### src/hw/rtl/xr128_pkg.sv
// Shared types, constants and mixing function for the xorshift128 generator.
package xr128_pkg;

    typedef logic [3:0][31:0] words_t;

    typedef enum logic [1:0] {
        CMD_DRAW32 = 2'd0,
        CMD_DRAW64 = 2'd1,
        CMD_SEED   = 2'd2,
        CMD_LOAD   = 2'd3
    } cmd_t;

    typedef enum logic [1:0] {
        ST_IDLE,
        ST_MUL,
        ST_ADD,
        ST_DONE
    } state_t;

    localparam logic [31:0] MULT_K = 32'h6C07_8965;

    localparam words_t SEED_ZERO_WORDS = {32'h4807_7044, 32'h714A_CB41,
                                          32'h6C07_8967, 32'h0000_0001};

    function automatic logic [31:0] mix11_8(input logic [31:0] v);
        logic [31:0] t;
        t = v ^ (v << 11);
        return t ^ (t >> 8);
    endfunction

endpackage

### src/hw/rtl/xr128_mul.sv
// Shared seeding multiplier: registered low word of (s ^ (s >> 30)) * MULT_K.
module xr128_mul
    import xr128_pkg::*;
(
    input  logic        clk,
    input  logic [31:0] seed,
    output logic [31:0] prod_reg
);

    logic [31:0] operand;
    logic [31:0] product;

    assign operand = seed ^ (seed >> 30);
    assign product = operand * MULT_K;

    always_ff @(posedge clk)
    begin
        prod_reg <= product;
    end

endmodule

### src/hw/rtl/xr128_step.sv
// Draw and load step: next state words and drawn value for one command.
module xr128_step
    import xr128_pkg::*;
(
    input  cmd_t        cmd,
    input  words_t      cur_words,
    input  words_t      seed_words,
    output words_t      new_words,
    output logic [63:0] value
);

    logic [31:0] first;
    logic [31:0] hi;
    logic [31:0] lo;
    logic [31:0] n;

    always_comb
    begin
        first     = mix11_8(cur_words[0]) ^ cur_words[3];
        hi        = first ^ (cur_words[3] >> 19);
        lo        = mix11_8(cur_words[1]) ^ hi ^ (first >> 19);
        n         = hi;
        new_words = cur_words;
        value     = '0;
        case (cmd)
            CMD_DRAW32:
            begin
                new_words[0] = cur_words[1];
                new_words[1] = cur_words[2];
                new_words[2] = cur_words[3];
                new_words[3] = n;
                value        = {32'b0, n};
            end
            CMD_DRAW64:
            begin
                new_words[0] = cur_words[2];
                new_words[1] = cur_words[3];
                new_words[2] = hi;
                new_words[3] = lo;
                value        = {hi, lo};
            end
            CMD_LOAD:
            begin
                if (seed_words != '0)
                begin
                    new_words = seed_words;
                end
                else
                begin
                    new_words = SEED_ZERO_WORDS;
                end
            end
            default:
            begin
                new_words = cur_words;
            end
        endcase
    end

endmodule

### src/hw/rtl/xorshift128_random_generator.sv
// Top level of the xorshift128 generator: sequencer, state words and output register.
//
// Input channel s_axis: one transfer per command. s_axis_tuser carries the
// command (0 draw 32-bit, 1 draw 64-bit, 2 seed from one word, 3 load four
// words); s_axis_tdata carries seed_a..seed_d.
// Output channel m_axis: one transfer per command, with the drawn value and
// the four state words after the command.
// Draws and direct loads go from the idle state straight to the final step;
// seeding from one word first runs the four chained multiplies, which share
// one registered multiplier, each as a multiply step and then an add step.
// A new command is taken only once the last one has passed its final step.
// s_axis_tready is high only while the sequencer is idle.
// The output register holds a result until it is taken; the next command is
// accepted meanwhile and waits in its final step until the register is free.
// Reset loads the seed-zero state words and empties the output register.
module xorshift128_random_generator
    import xr128_pkg::*;
(
    input  logic         clk,
    input  logic         rst_n,
    input  logic         s_axis_tvalid,
    output logic         s_axis_tready,
    input  logic [135:0] s_axis_tdata,  // seed_a, seed_b, seed_c, seed_d, zero pad
    input  logic [1:0]   s_axis_tuser,  // command
    output logic         m_axis_tvalid,
    input  logic         m_axis_tready,
    output logic [191:0] m_axis_tdata   // random_value, state_out0..state_out3
);

    state_t       state_reg;
    state_t       state_next;
    logic [1:0]   cnt_reg;
    logic [1:0]   cnt_next;
    words_t       words_reg;
    words_t       words_next;
    logic         m_valid_reg;
    logic         m_valid_next;
    cmd_t         cmd_reg;
    cmd_t         cmd_next;
    words_t       seeds_reg;
    words_t       seeds_next;
    logic [31:0]  s_reg;
    logic [31:0]  s_next;
    logic [191:0] out_reg;
    logic [191:0] out_next;

    logic [31:0]  prod_reg;
    logic [31:0]  seed_word;
    words_t       step_words;
    logic [63:0]  step_value;

    xr128_mul u_mul (
        .clk      (clk),
        .seed     (s_reg),
        .prod_reg (prod_reg)
    );

    xr128_step u_step (
        .cmd        (cmd_reg),
        .cur_words  (words_reg),
        .seed_words (seeds_reg),
        .new_words  (step_words),
        .value      (step_value)
    );

    assign seed_word     = prod_reg + {30'b0, cnt_reg} + 32'd1;
    assign s_axis_tready = (state_reg == ST_IDLE);
    assign m_axis_tvalid = m_valid_reg;
    assign m_axis_tdata  = out_reg;

    always_ff @(posedge clk or negedge rst_n)
    begin
        if (!rst_n)
        begin
            state_reg   <= ST_IDLE;
            cnt_reg     <= '0;
            words_reg   <= SEED_ZERO_WORDS;
            m_valid_reg <= 1'b0;
        end
        else
        begin
            state_reg   <= state_next;
            cnt_reg     <= cnt_next;
            words_reg   <= words_next;
            m_valid_reg <= m_valid_next;
        end
    end

    always_ff @(posedge clk)
    begin
        cmd_reg   <= cmd_next;
        seeds_reg <= seeds_next;
        s_reg     <= s_next;
        out_reg   <= out_next;
    end

    always_comb
    begin
        state_next   = state_reg;
        cnt_next     = cnt_reg;
        words_next   = words_reg;
        m_valid_next = m_valid_reg && !m_axis_tready;
        cmd_next     = cmd_reg;
        seeds_next   = seeds_reg;
        s_next       = s_reg;
        out_next     = out_reg;
        case (state_reg)
            ST_IDLE:
            begin
                if (s_axis_tvalid)
                begin
                    cmd_next   = cmd_t'(s_axis_tuser);
                    seeds_next = words_t'(s_axis_tdata[127:0]);
                    s_next     = s_axis_tdata[31:0];
                    cnt_next   = '0;
                    if (cmd_t'(s_axis_tuser) == CMD_SEED)
                    begin
                        state_next = ST_MUL;
                    end
                    else
                    begin
                        state_next = ST_DONE;
                    end
                end
            end
            ST_MUL:
            begin
                state_next = ST_ADD;
            end
            ST_ADD:
            begin
                words_next[cnt_reg] = seed_word;
                s_next              = seed_word;
                if (cnt_reg == 2'd3)
                begin
                    cnt_next   = '0;
                    state_next = ST_DONE;
                end
                else
                begin
                    cnt_next   = cnt_reg + 2'd1;
                    state_next = ST_MUL;
                end
            end
            ST_DONE:
            begin
                if (!m_valid_reg || m_axis_tready)
                begin
                    words_next   = step_words;
                    out_next     = {step_words, step_value};
                    m_valid_next = 1'b1;
                    state_next   = ST_IDLE;
                end
            end
            default:
            begin
                state_next = ST_IDLE;
            end
        endcase
    end

`ifndef ASSERT_OFF
    a_accept_leaves_idle: assert property (@(posedge clk) disable iff (!rst_n)
        (s_axis_tvalid && s_axis_tready) |=> (state_reg != ST_IDLE))
        else $error("sequencer stayed idle after an input transfer");

    a_cnt_idle_zero: assert property (@(posedge clk) disable iff (!rst_n)
        (state_reg == ST_IDLE || state_reg == ST_DONE) |-> (cnt_reg == 2'd0))
        else $error("seed counter not cleared outside the multiply loop");

    a_state_nonzero: assert property (@(posedge clk) disable iff (!rst_n)
        (state_reg == ST_IDLE || state_reg == ST_DONE) |-> (words_reg != '0))
        else $error("state words reached all zero");

    a_valid_from_done: assert property (@(posedge clk) disable iff (!rst_n)
        $rose(m_axis_tvalid) |-> $past(state_reg == ST_DONE))
        else $error("output loaded outside the final step");
`endif

endmodule

### config.mk
export PLATFORM = sky130hd
export DESIGN_NAME = xorshift128_random_generator
export DESIGN_NICKNAME = d
export VERILOG_FILES = /design/src/hw/rtl/xr128_pkg.sv /design/src/hw/rtl/xr128_mul.sv /design/src/hw/rtl/xr128_step.sv /design/src/hw/rtl/xorshift128_random_generator.sv
export SDC_FILE = /design/constraint.sdc
export NUM_CORES = 1
export LEC_CHECK = 0
export BUFFER_PORTS_ARGS = -buffer_cell sky130_fd_sc_hd__buf_2
export CORE_ASPECT_RATIO = 1.5
export CORE_MARGIN = 2
export CORE_UTILIZATION = 50
export CTS_BUF_LIST = sky130_fd_sc_hd__clkbuf_4
export CTS_CLUSTER_DIAMETER = 150
export DETAILED_ROUTE_END_ITERATION = 10
export HOLD_SLACK_MARGIN = 0.02
export PLACE_DENSITY_LB_ADDON = 0.2
export SLEW_MARGIN = 30
export SYNTH_ARGS = -nofsm -noshare
export SYNTH_HDL_FRONTEND = slang
export SYNTH_SLANG_ARGS = --single-unit
### constraint.sdc
create_clock -name clk -period 20.7 [get_ports clk]
set_clock_uncertainty 0.05 [all_clocks]
set_input_delay 3.105 -clock clk [delete_from_list [all_inputs] [get_ports clk]]
set_output_delay 3.105 -clock clk [all_outputs]
set_load 0.1 [all_outputs]
==> run_results.csv <==
group,metric,value,unit
clocking,postCtsHoldBufs,0,
worst_setup_path,cp_max_fo,10,
clocking,clkLatencyLatePin,0.93,ns
timing,slew_violations,0,
worst_setup_path,worst-endpoint-required,21.38,ns
worst_setup_path,worst_r2r_endpoint,"u_mul.prod_reg[28]",
hold_path,whs_endpoint,"words_reg[114]",
synthesis,syn_inst,2775,
place,dp_hpwl,85570,µm
clocking,cts_made_buffers,118,
place,placed_cell_area,0.03444,mm²
worst_setup_path,cp-start-kind,"flop",
hold_path,hold_path.startpoint,"words_reg[114]",
run_status,outcome,"finished clean",
synthesis,synth_area,0.03199,mm²
synthesis,ys_top_cells_by_area,"edfxtp_1 33%, fa_1 9.2%, ha_1 8.4%",
cells_and_area,final_cells,4029,
synthesis,syn_avg_cell_area,11.53,µm²
clocking,postCtsSetupRepairBufs,0,
global_route,grt_pass1_vias,24560,
place,gp_congestion,0.9522,
worst_setup_path,path_cells,"ha_1, ha_1, fa_1, inv_1, fa_1, inv_1, fa_1, inv_1, fa_1, inv_1, fa_1, inv_1, fa_1, inv_1, ha_1, a21o_1, a21o_1, a21oi_1, nor3b_1, a211oi_1, nor2_1, a211o_1, xnor2_1",
route,wl,112300,µm
synthesis,ys_seq_area_frac,0.4579,
worst_setup_path,path_class,"reg2reg",
synthesis,synth_top_family_by_area,"adder cells",
die,start_util,0.5051,
synthesis,synth-edff-count,354,
timing,fin_crit,7.306,ns
worst_setup_path,cp-end-kind,"flop",
route,antenna_left,0,
place,io_buffers,327,
cells_and_area,mostFrequentLayoutCell,"edfxtp_1",
timing,finalCritPeriodShare,0.3529,
timing,tightestPinTransition,1.027,ns
clocking,cts.htree.levels,3,
timing,fmax,136.9,MHz
die,io_pins,336,
die,die_h,313.8,µm
hold_path,hold_depth,2,
synthesis,synth_xor_xnor_area_share,0.07755,
die,num_rows,113,
synthesis,ys_ff_latch,519,
global_route,grt_pass1_wl,163300,µm
place,dp_cells,3801,
cells_and_area,largest_reg_flops,192,
timing,hold_violations,0,
worst_setup_path,reg2reg_depth,23,
route,drc,0,
timing,rsz0062_at_grt,"no",
timing,max_slew_margin,0.3102,
global_route,overflow,0,
synthesis,yosysWarnings,0,
clocking,cts.sinks,519,
synthesis,synth_nets,3279,
die,fp.dieW,210.5,µm
synthesis,yosys.area.top_type,"edfxtp_1",
route,drtIter0Drc,2337,
die,dieArea,0.06607,mm²
hold_path,holdCritPathClass,"reg2reg",
worst_setup_path,timing.rr.start,"s_reg[11]",
cells_and_area,nets,3620,
timing,setup_viol,0,
clocking,cts-root-buf,"clkbuf_4",
cells_and_area,syn_to_final_growth,12.82,%
route,drtPass1Iterations,6,
synthesis,yosys.area_share.simple,0.09175,
route,post_drt_wl_per_cell,27.88,µm
route,vias,24340,
clocking,cts_tree,"done",
timing,finalSetupTns,0,ns
synthesis,synthFlopType,"edfxtp_1",
global_route,grt_usage,0.3428,
cells_and_area,fin_area,0.03609,mm²
worst_setup_path,cp_slowest_cell,"edfxtp_1",
synthesis,netlist.area_leader.share,0.3323,
worst_setup_path,crit_path_max_incr_delay,0.88,ns
cells_and_area,final_cell_mix,"354 x edfxtp_1, 326 x buf_2, 255 x nor2_1",
synthesis,synth_compound_area_frac,0.09754,
synthesis,async_reset_ff_frac,0.2563,
clocking,cts_buffer_depth,3,
job,drv_cap,0,
synthesis,synth_mux_area_frac,0.05276,
synthesis,synth_cell_types,71,
die,core,0.06334,mm²
synthesis,synthAdderAreaFrac,0.1761,
global_route,grt_max_degree,157,
clocking,cts.repair.resized,0,
cells_and_area,drive_above_1_share,0.2155,
global_route,antenna_found_initial,11,
worst_setup_path,worstPathArrival,7.99,ns
worst_setup_path,reg2reg_slack,13.39,ns
clocking,path_clk_slew,0.07,ns
route,via_per_inst,6.041,
-- cell usage after synthesis, drive strengths merged (40+ instances only) --
| library cell | n |
|---|---|
| fa | 147 |
| xnor2 | 205 |
| clkbuf | 107 |
| o21ai | 144 |
| dfstp | 40 |
| a22oi | 46 |
| dfrtp | 93 |
| edfxtp | 354 |
| a21oi | 97 |
| inv | 254 |
| ha | 215 |
| nor2 | 255 |
| mux4 | 65 |
| nand2 | 233 |
| xor2 | 68 |
-- cell families after synthesis --
| group | count (synthesis) |
|---|---|
| simple gates | 660 |
| flops | 519 |
| compound gates | 483 |
| buf+inv | 389 |
| fa+ha+maj | 362 |
| xor+xnor | 275 |
| mux | 87 |
-- stage by stage --
step	hold WS, ns	utilization	setup slack [ns]
finish	0.4437	0.5698	13.39
CTS	0.4441	0.5693	13.40
detailed placement	0.4336	0.5437	13.43
global placement	0.4270	0.5430	13.47
floorplan	0.4153	-	10.22
global route	0.4522	0.5698	13.03
-- how the worst max path moves through the flow --
stage	start	endpoint	slack [ns]	depth (start not counted)
floorplan	m_axis_tready	words_reg[96]	10.22	7
global placement	s_reg[11]	u_mul.prod_reg[30]	13.47	23
detailed placement	s_reg[11]	u_mul.prod_reg[28]	13.43	23
CTS	s_reg[11]	u_mul.prod_reg[28]	13.40	23
global route	s_reg[11]	u_mul.prod_reg[29]	13.03	23
finish	s_reg[11]	u_mul.prod_reg[28]	13.39	23
-- metal layers --
layer,vias up,track usage,routed length (µm),part of all wire
met5,-,0,103,0.00092
met4,16,0.2362,9181,0.082
met3,357,0.06364,9473,0.084
met2,1432,0.5747,54340,0.48
met1,12000,0.3990,39220,0.35
li1,10530,-,-,-
-- critical path, delay by kind of cell, from the launching register on --
kind	cells	cell delay (ns)
DFF	1	0.88
AOI/OAI and AO/OA	5	1.42
xor gates and xnor gates	1	0.14
and+or+nand+nor	2	0.32
adders and majority gates	9	4.02
buffers and inverters	6	0.30
-- cell type report --
class | count | area [µm²]
multi-input cells | 1867 | 15960
fillers | 5494 | 27250
diodes | 4 | 10.01
flip-flops and latches | 519 | 14650
clock inverters | 66 | 435.4
inverters | 254 | 953.4
well taps | 805 | 1007
repair buffers | 356 | 1892
clock buffers | 158 | 1186
Power is left out: the tool's default activity adds up to more than one toggle a clock period on the data nets, which glitch-free logic cannot reach.
